### config.mk
export PLATFORM = sky130hd
export DESIGN_NAME = snsap_lane
export DESIGN_NICKNAME = d
export VERILOG_FILES = /design/src/sv/simd_narrow_shift_absdiff_pairwise_macros.svh /design/src/sv/snsap_pkg.sv /design/src/sv/snsap_lane.sv
export SDC_FILE = /design/constraint.sdc
export NUM_CORES = 2
export LEC_CHECK = 0
export ABC_AREA = 1
export BUFFER_PORTS_ARGS = -buffer_cell sky130_fd_sc_hd__buf_2
export CAP_MARGIN = 20
export CORE_ASPECT_RATIO = 1.4
export CORE_MARGIN = 2
export CORE_UTILIZATION = 40
export DETAILED_ROUTE_END_ITERATION = 16
export GPL_ROUTABILITY_DRIVEN = 0
export SLEW_MARGIN = 20
export SYNTH_ARGS = -nofsm -noshare
export SYNTH_HDL_FRONTEND = slang
export SYNTH_SLANG_ARGS = --single-unit
### constraint.sdc
create_clock -name vclk -period 4.25
set_input_delay 0 -clock vclk [all_inputs]
set_output_delay 0 -clock vclk [all_outputs]
set_load 0.01 [all_outputs]
### src/sv/simd_narrow_shift_absdiff_pairwise_macros.svh
// ----------------------------------------------------------------------------
// SIMD narrow/abs-diff/pairwise unit - assertion macros
// Shared concurrent assertion shorthands, clocked on i_clk, reset i_rst_n.
// ----------------------------------------------------------------------------
`ifndef SIMD_NARROW_SHIFT_ABSDIFF_PAIRWISE_MACROS_SVH
`define SIMD_NARROW_SHIFT_ABSDIFF_PAIRWISE_MACROS_SVH

// same-cycle implication
`define SNSAP_ASSERT_NOW(label, clk, rst_n, ante, cons) \
    label: assert property (@(posedge clk) disable iff (!rst_n) (ante) |-> (cons)) \
        else $error("assertion failed");

// next-cycle implication
`define SNSAP_ASSERT_NEXT(label, clk, rst_n, ante, cons) \
    label: assert property (@(posedge clk) disable iff (!rst_n) (ante) |=> (cons)) \
        else $error("assertion failed");

`endif

### src/sv/snsap_pkg.sv
// ----------------------------------------------------------------------------
// SIMD narrow/abs-diff/pairwise unit - package
// Payload types, operation codes and lane control struct.
// ----------------------------------------------------------------------------
package snsap_pkg;

    localparam logic [4:0] CMD_SHRN    = 5'd0;
    localparam logic [4:0] CMD_RSHRN   = 5'd1;
    localparam logic [4:0] CMD_SHRN2   = 5'd2;
    localparam logic [4:0] CMD_RSHRN2  = 5'd3;
    localparam logic [4:0] CMD_SABA    = 5'd4;
    localparam logic [4:0] CMD_UABA    = 5'd5;
    localparam logic [4:0] CMD_SABDL   = 5'd6;
    localparam logic [4:0] CMD_UABDL   = 5'd7;
    localparam logic [4:0] CMD_UABAL2  = 5'd13;
    localparam logic [4:0] CMD_SMAXP   = 5'd14;
    localparam logic [4:0] CMD_SMINP   = 5'd15;
    localparam logic [4:0] CMD_UMAXP   = 5'd16;
    localparam logic [4:0] CMD_UMINP   = 5'd17;

    typedef struct packed {
        logic [4:0]  cmd;
        logic [1:0]  lane_size;
        logic        full_width;
        logic [5:0]  shift_amount;
        logic [63:0] a_low;
        logic [63:0] a_high;
        logic [63:0] b_low;
        logic [63:0] b_high;
        logic [63:0] old_low;
        logic [63:0] old_high;
    } t_in;

    typedef struct packed {
        logic [63:0] res_low;
        logic [63:0] res_high;
    } t_out;

    typedef struct packed {
        logic [1:0] lsz;
        logic       sg;
        logic       minmax;
        logic       mx;
    } t_lane_ctl;

endpackage

### src/sv/snsap_lane.sv
// ----------------------------------------------------------------------------
// SIMD narrow/abs-diff/pairwise unit - 64-bit lane slice
// Per-element abs-diff accumulate or min/max at the selected element width.
// ----------------------------------------------------------------------------
module snsap_lane (
    input  snsap_pkg::t_lane_ctl i_ctl,
    input  logic [63:0]          i_x,
    input  logic [63:0]          i_y,
    input  logic [63:0]          i_o,
    output logic [63:0]          o_res
);
    import snsap_pkg::*;

    logic [63:0] res_sz [4];

    for (genvar g = 0; g < 4; g++) begin : g_sz
        localparam int W = 8 << g;
        localparam int N = 64 / W;
        always_comb begin
            logic [W-1:0] xe, ye, oe, df;
            logic         lt_xy, lt_yx;
            res_sz[g] = '0;
            for (int e = 0; e < N; e++) begin
                xe = i_x[e*W +: W];
                ye = i_y[e*W +: W];
                oe = i_o[e*W +: W];
                if (i_ctl.sg) begin
                    lt_xy = $signed(xe) < $signed(ye);
                    lt_yx = $signed(ye) < $signed(xe);
                end else begin
                    lt_xy = xe < ye;
                    lt_yx = ye < xe;
                end
                df = lt_xy ? (ye - xe) : (xe - ye);
                if (i_ctl.minmax) begin
                    if (i_ctl.mx) begin
                        res_sz[g][e*W +: W] = lt_yx ? xe : ye;
                    end else begin
                        res_sz[g][e*W +: W] = lt_xy ? xe : ye;
                    end
                end else begin
                    res_sz[g][e*W +: W] = oe + df;
                end
            end
        end
    end

    assign o_res = res_sz[i_ctl.lsz];

endmodule

==> results.cfg, run 1 <==
[logic_synthesis]
yosysSeqAreaShare = 0
yosysWarnings = 0
yosysUniqueCellTypes = 58
synth_nets = 8090
avgSynthCellArea_um2 = 5.20
mappedNetlistArea_um2 = 38900
synthCells = 7481

[placed_design]
place_ws_ps = -842
hpwlAfterDp_um = 202000
port_buffers = 261
placed_area_um2 = 54700

[clocking]
hold_buffers = 0

[outcome]
stop_stage = global routing
status = did not finish
firstError = [ERROR GRT-0116] Global routing finished with congestion. Check the congestion regions in the DRC Viewer.

[grt]
overflow = 892
grt_pass1_wl_um = 471000
grt_max_degree = 114
first_global_vias = 69087
gr-usage-all-layers = 0.603

[floorplanning]
start_util = 0.403
num_rows = 135
die_x_um = 268
ioPinCount = 261
die_height_um = 373
[routing by layer]
metal | track usage | GRT overflow
met1 | 0.612 | 5
met2 | 0.775 | 592
met3 | 0.413 | 14
met4 | 0.622 | 281
met5 | 0.107 | 0
[repair_timing]
action	CTS
resized for setup	1236
setup buffers	149
pin swaps	331
endpoints found under the setup margin	56
cloned	10
[cells in the mapped netlist (4+ instances only)]
cell / n / area, µm²
o211ai_1: 157 / 1180
o31ai_1: 10 / 75.1
a221oi_1: 4 / 35.0
nor2_2: 8 / 50.1
ha_1: 381 / 4770
nand2_2: 21 / 131
clkbuf_1: 161 / 604
o211ai_2: 10 / 125
nor4_1: 9 / 56.3
nand3b_1: 9 / 67.6
buf_6: 7 / 78.8
o21ai_0: 840 / 4200
nor2_1: 566 / 2120
a21o_1: 42 / 315
buf_4: 28 / 210
o21a_1: 28 / 210
o21ai_1: 18 / 90.1
buf_1: 50 / 188
a21oi_1: 781 / 3910
nor3_1: 43 / 215
a31oi_1: 35 / 219
xnor2_1: 44 / 385
a21boi_0: 26 / 195
inv_2: 16 / 60.1
inv_1: 921 / 3460
nor2_4: 5 / 56.3
a21oi_2: 7 / 61.3
or2_2: 20 / 125
a31o_2: 7 / 61.3
and2_1: 7 / 43.8
a211oi_1: 4 / 30.0
clkinv_1: 19 / 71.3
o22ai_1: 13 / 81.3
mux2i_1: 39 / 390
nand3_1: 695 / 3480
buf_2: 95 / 475
o221ai_1: 14 / 123
xor2_1: 248 / 2170
o21bai_1: 61 / 458
fa_1: 31 / 621
nand4_1: 29 / 181
nand2_1: 1951 / 7320
[cells by family after synthesis]
group	after synthesis	synth area share
AOI/OAI and AO/OA	2069	0.295
and+or+nand+nor	3369	0.358
adders and majority gates	412	0.138
muxes	41	0.0106
buffers and inverters	1298	0.132
xor gates and xnor gates	292	0.0657
[stage by stage]
step	setup TNS, ps	instances	util
global placement	-30030	10570	0.566
CTS	-4750	10720	0.630
floorplan	0	7481	-
detailed placement	-33030	10570	0.566
==> run 2: changes to the inputs <==
CORE_ASPECT_RATIO = unset   (was 1.4)
CORE_UTILIZATION = 25   (was 40)
PLACE_DENSITY_LB_ADDON = 0.15   (was unset)
clock period = 5.53 ns   (was 4.25 ns; I/O delays follow)
==> results.cfg, run 2 <==
[outcome]
status = finished, final reports clean

[cells_and_area]
drive_gt1_frac = 0.145
fillers = 17793
seq_area_um2 = 0
final_nets = 8617
multiInputGateArea_um2 = 34700
syn2layout_area_growth_pct = 21.1
final_cell_mix = nand2_1, inv_1, o21ai_0
layout.cells.most_common = nand2_1
clkbuf_count = 0
flops_and_latches = 0
stdcell_area_um2 = 47100

[sta]
fin_crit_ps = 5490
slew_violations = 0
final.period_utilization = 0.993
hold_viol_final = 0
worst_pin_slew_ps = 1070
worst_hold_slack_ps = 480
fmaxAchievable_mhz = 182
max-slew-margin-rel = 0.288
final-setup-viol-count = 0
grt_setup_unrepaired = true

[grt]
grt_pass1_wl_um = 356000
grt_util_met2 = 0.447
first_global_vias = 50192
overflow = 0
grt_max_degree = 123
gr-usage-all-layers = 0.304
grt_use_met3 = 0.0622
antenna_found_initial = 31
met1_usage = 0.434
busiest_layer = met2

[setup_path]
cp_common_cell = nand2_1
cp.buffers_inverters = 7
cp_max_fo = 7
max_stage_delay_ps = 590
critPathArrivalTime_ps = 5490
startpoint_type = input port
crit_family = compound AO/OA/AOI/OAI gates
worstSetupEndpointType = output port
crit_slowest_cell = a21boi_0
critPathKind = input port to output port
crit_required_ps = 5530

[drt]
antenna_left = 0
viasPerCell = 5.54
drt_iter0_drc = 7563
num_vias = 55767
drtPass1Iterations = 6
drc = 0
wire_per_inst_um = 25.4
wl_um = 255000

[job]
drv_cap = 0

[pwr]
power_frac_comb = 1.000
p_clk_frac = 0
powerDensity_nw_per_um2 = 270
intPower_mw = 4.36
leakagePower_nw = 23.5
switching_share = 0.657
peakVddDrop_mv = 0.0679
seqPwrFrac = 0
p_sw_mw = 8.36

[logic_synthesis]
synthCells = 7481
synth_most_common_cell = nand2_1
yosysUniqueCellTypes = 58
netlist.area_leader.share = 0.188
yosysSeqAreaShare = 0
yosys-top-cells-count = nand2_1, inv_1, o21ai_0, a21oi_1, nand3_1
mappedNetlistArea_um2 = 38900
synth_largest_area_cell = nand2_1
synth_nets = 8090
yosysWarnings = 0
synth.area.top_cells = nand2_1, ha_1, o21ai_0
avgSynthCellArea_um2 = 5.20

[floorplanning]
num_rows = 144
coreArea_um2 = 154000
ioPinCount = 261
die_height_um = 399
die-area_um2 = 159000
die_x_um = 399
start_util = 0.252

[placed_design]
placed_area_um2 = 45900
hpwlAfterDp_um = 210000
port_buffers = 261

[hold_path]
hold_path_class = input port to output port

[clocking]
hold_buffers = 0
## run 2: cell counts after synthesis
Identical to the previous run, type by type.
## run 2: kinds of logic (layout without fill, tap and decap cells)
family	count (synthesis)	count (layout)	synth area share
fa+ha+maj	412	412	0.138
buf+inv	1298	1822	0.132
compound gates	2069	2069	0.295
mux	41	41	0.0106
xor+xnor	292	292	0.0657
simple gates	3369	3370	0.358
other cells	0	9	0
## run 2: worst paths after layout
kind / startpoint / endpoint / depth (start not counted)
max: i_x[6] / o_res[63] / 30
min: i_o[0] / o_res[0] / 5
## run 2: through the flow
| step | std cells | total power [mW] | utilization | setup TNS (ps) | setup slack, ps |
|---|---|---|---|---|---|
| after floorplan | 7481 | 6.79 | - | 0 | 1130 |
| after global placement | 10031 | 11.9 | 0.297 | -2320 | -506 |
| after detailed placement | 10031 | 11.9 | 0.297 | -2070 | -342 |
| after CTS | 10031 | 12.0 | 0.298 | 0 | 1.62 |
| after global routing | 10054 | 13.6 | 0.305 | -607 | -122 |
| final | 10059 | 12.7 | 0.305 | 0 | 40.7 |
## run 2: per-layer routing
| layer | wire, µm | vias up |
|---|---|---|
| li1 | - | 25904 |
| met1 | 111000 | 26084 |
| met2 | 103000 | 3272 |
| met3 | 30000 | 491 |
| met4 | 11100 | 16 |
| met5 | 100 | - |
## run 2: repair_timing
action / CTS / global route
pin swaps: 0 / 23
endpoints found under the setup margin: 18 / 50
gates cloned: 0 / 4
gates resized for setup: 22 / 248
setup buffers: 0 / 15
## run 2: cell type report
cell class	count	share of cell area
multi-input combinational	6184	0.736
tap	2044	0.0543
antenna	9	0.000478
inverter	956	0.0772
timing repair buffer	866	0.132
## run 2: power by group through the flow
stage | clock, mW | sequential, mW | combinational (mW)
global placement | 0 | 0 | 11.9
floorplan | 0 | 0 | 6.79
detailed placement | 0 | 0 | 11.9
global route | 0.0000000971 | 0 | 13.6
CTS | 0 | 0 | 12.0
finish | 0.000000230 | 0 | 12.7
Note: power is estimated with default switching activity, not from simulation.
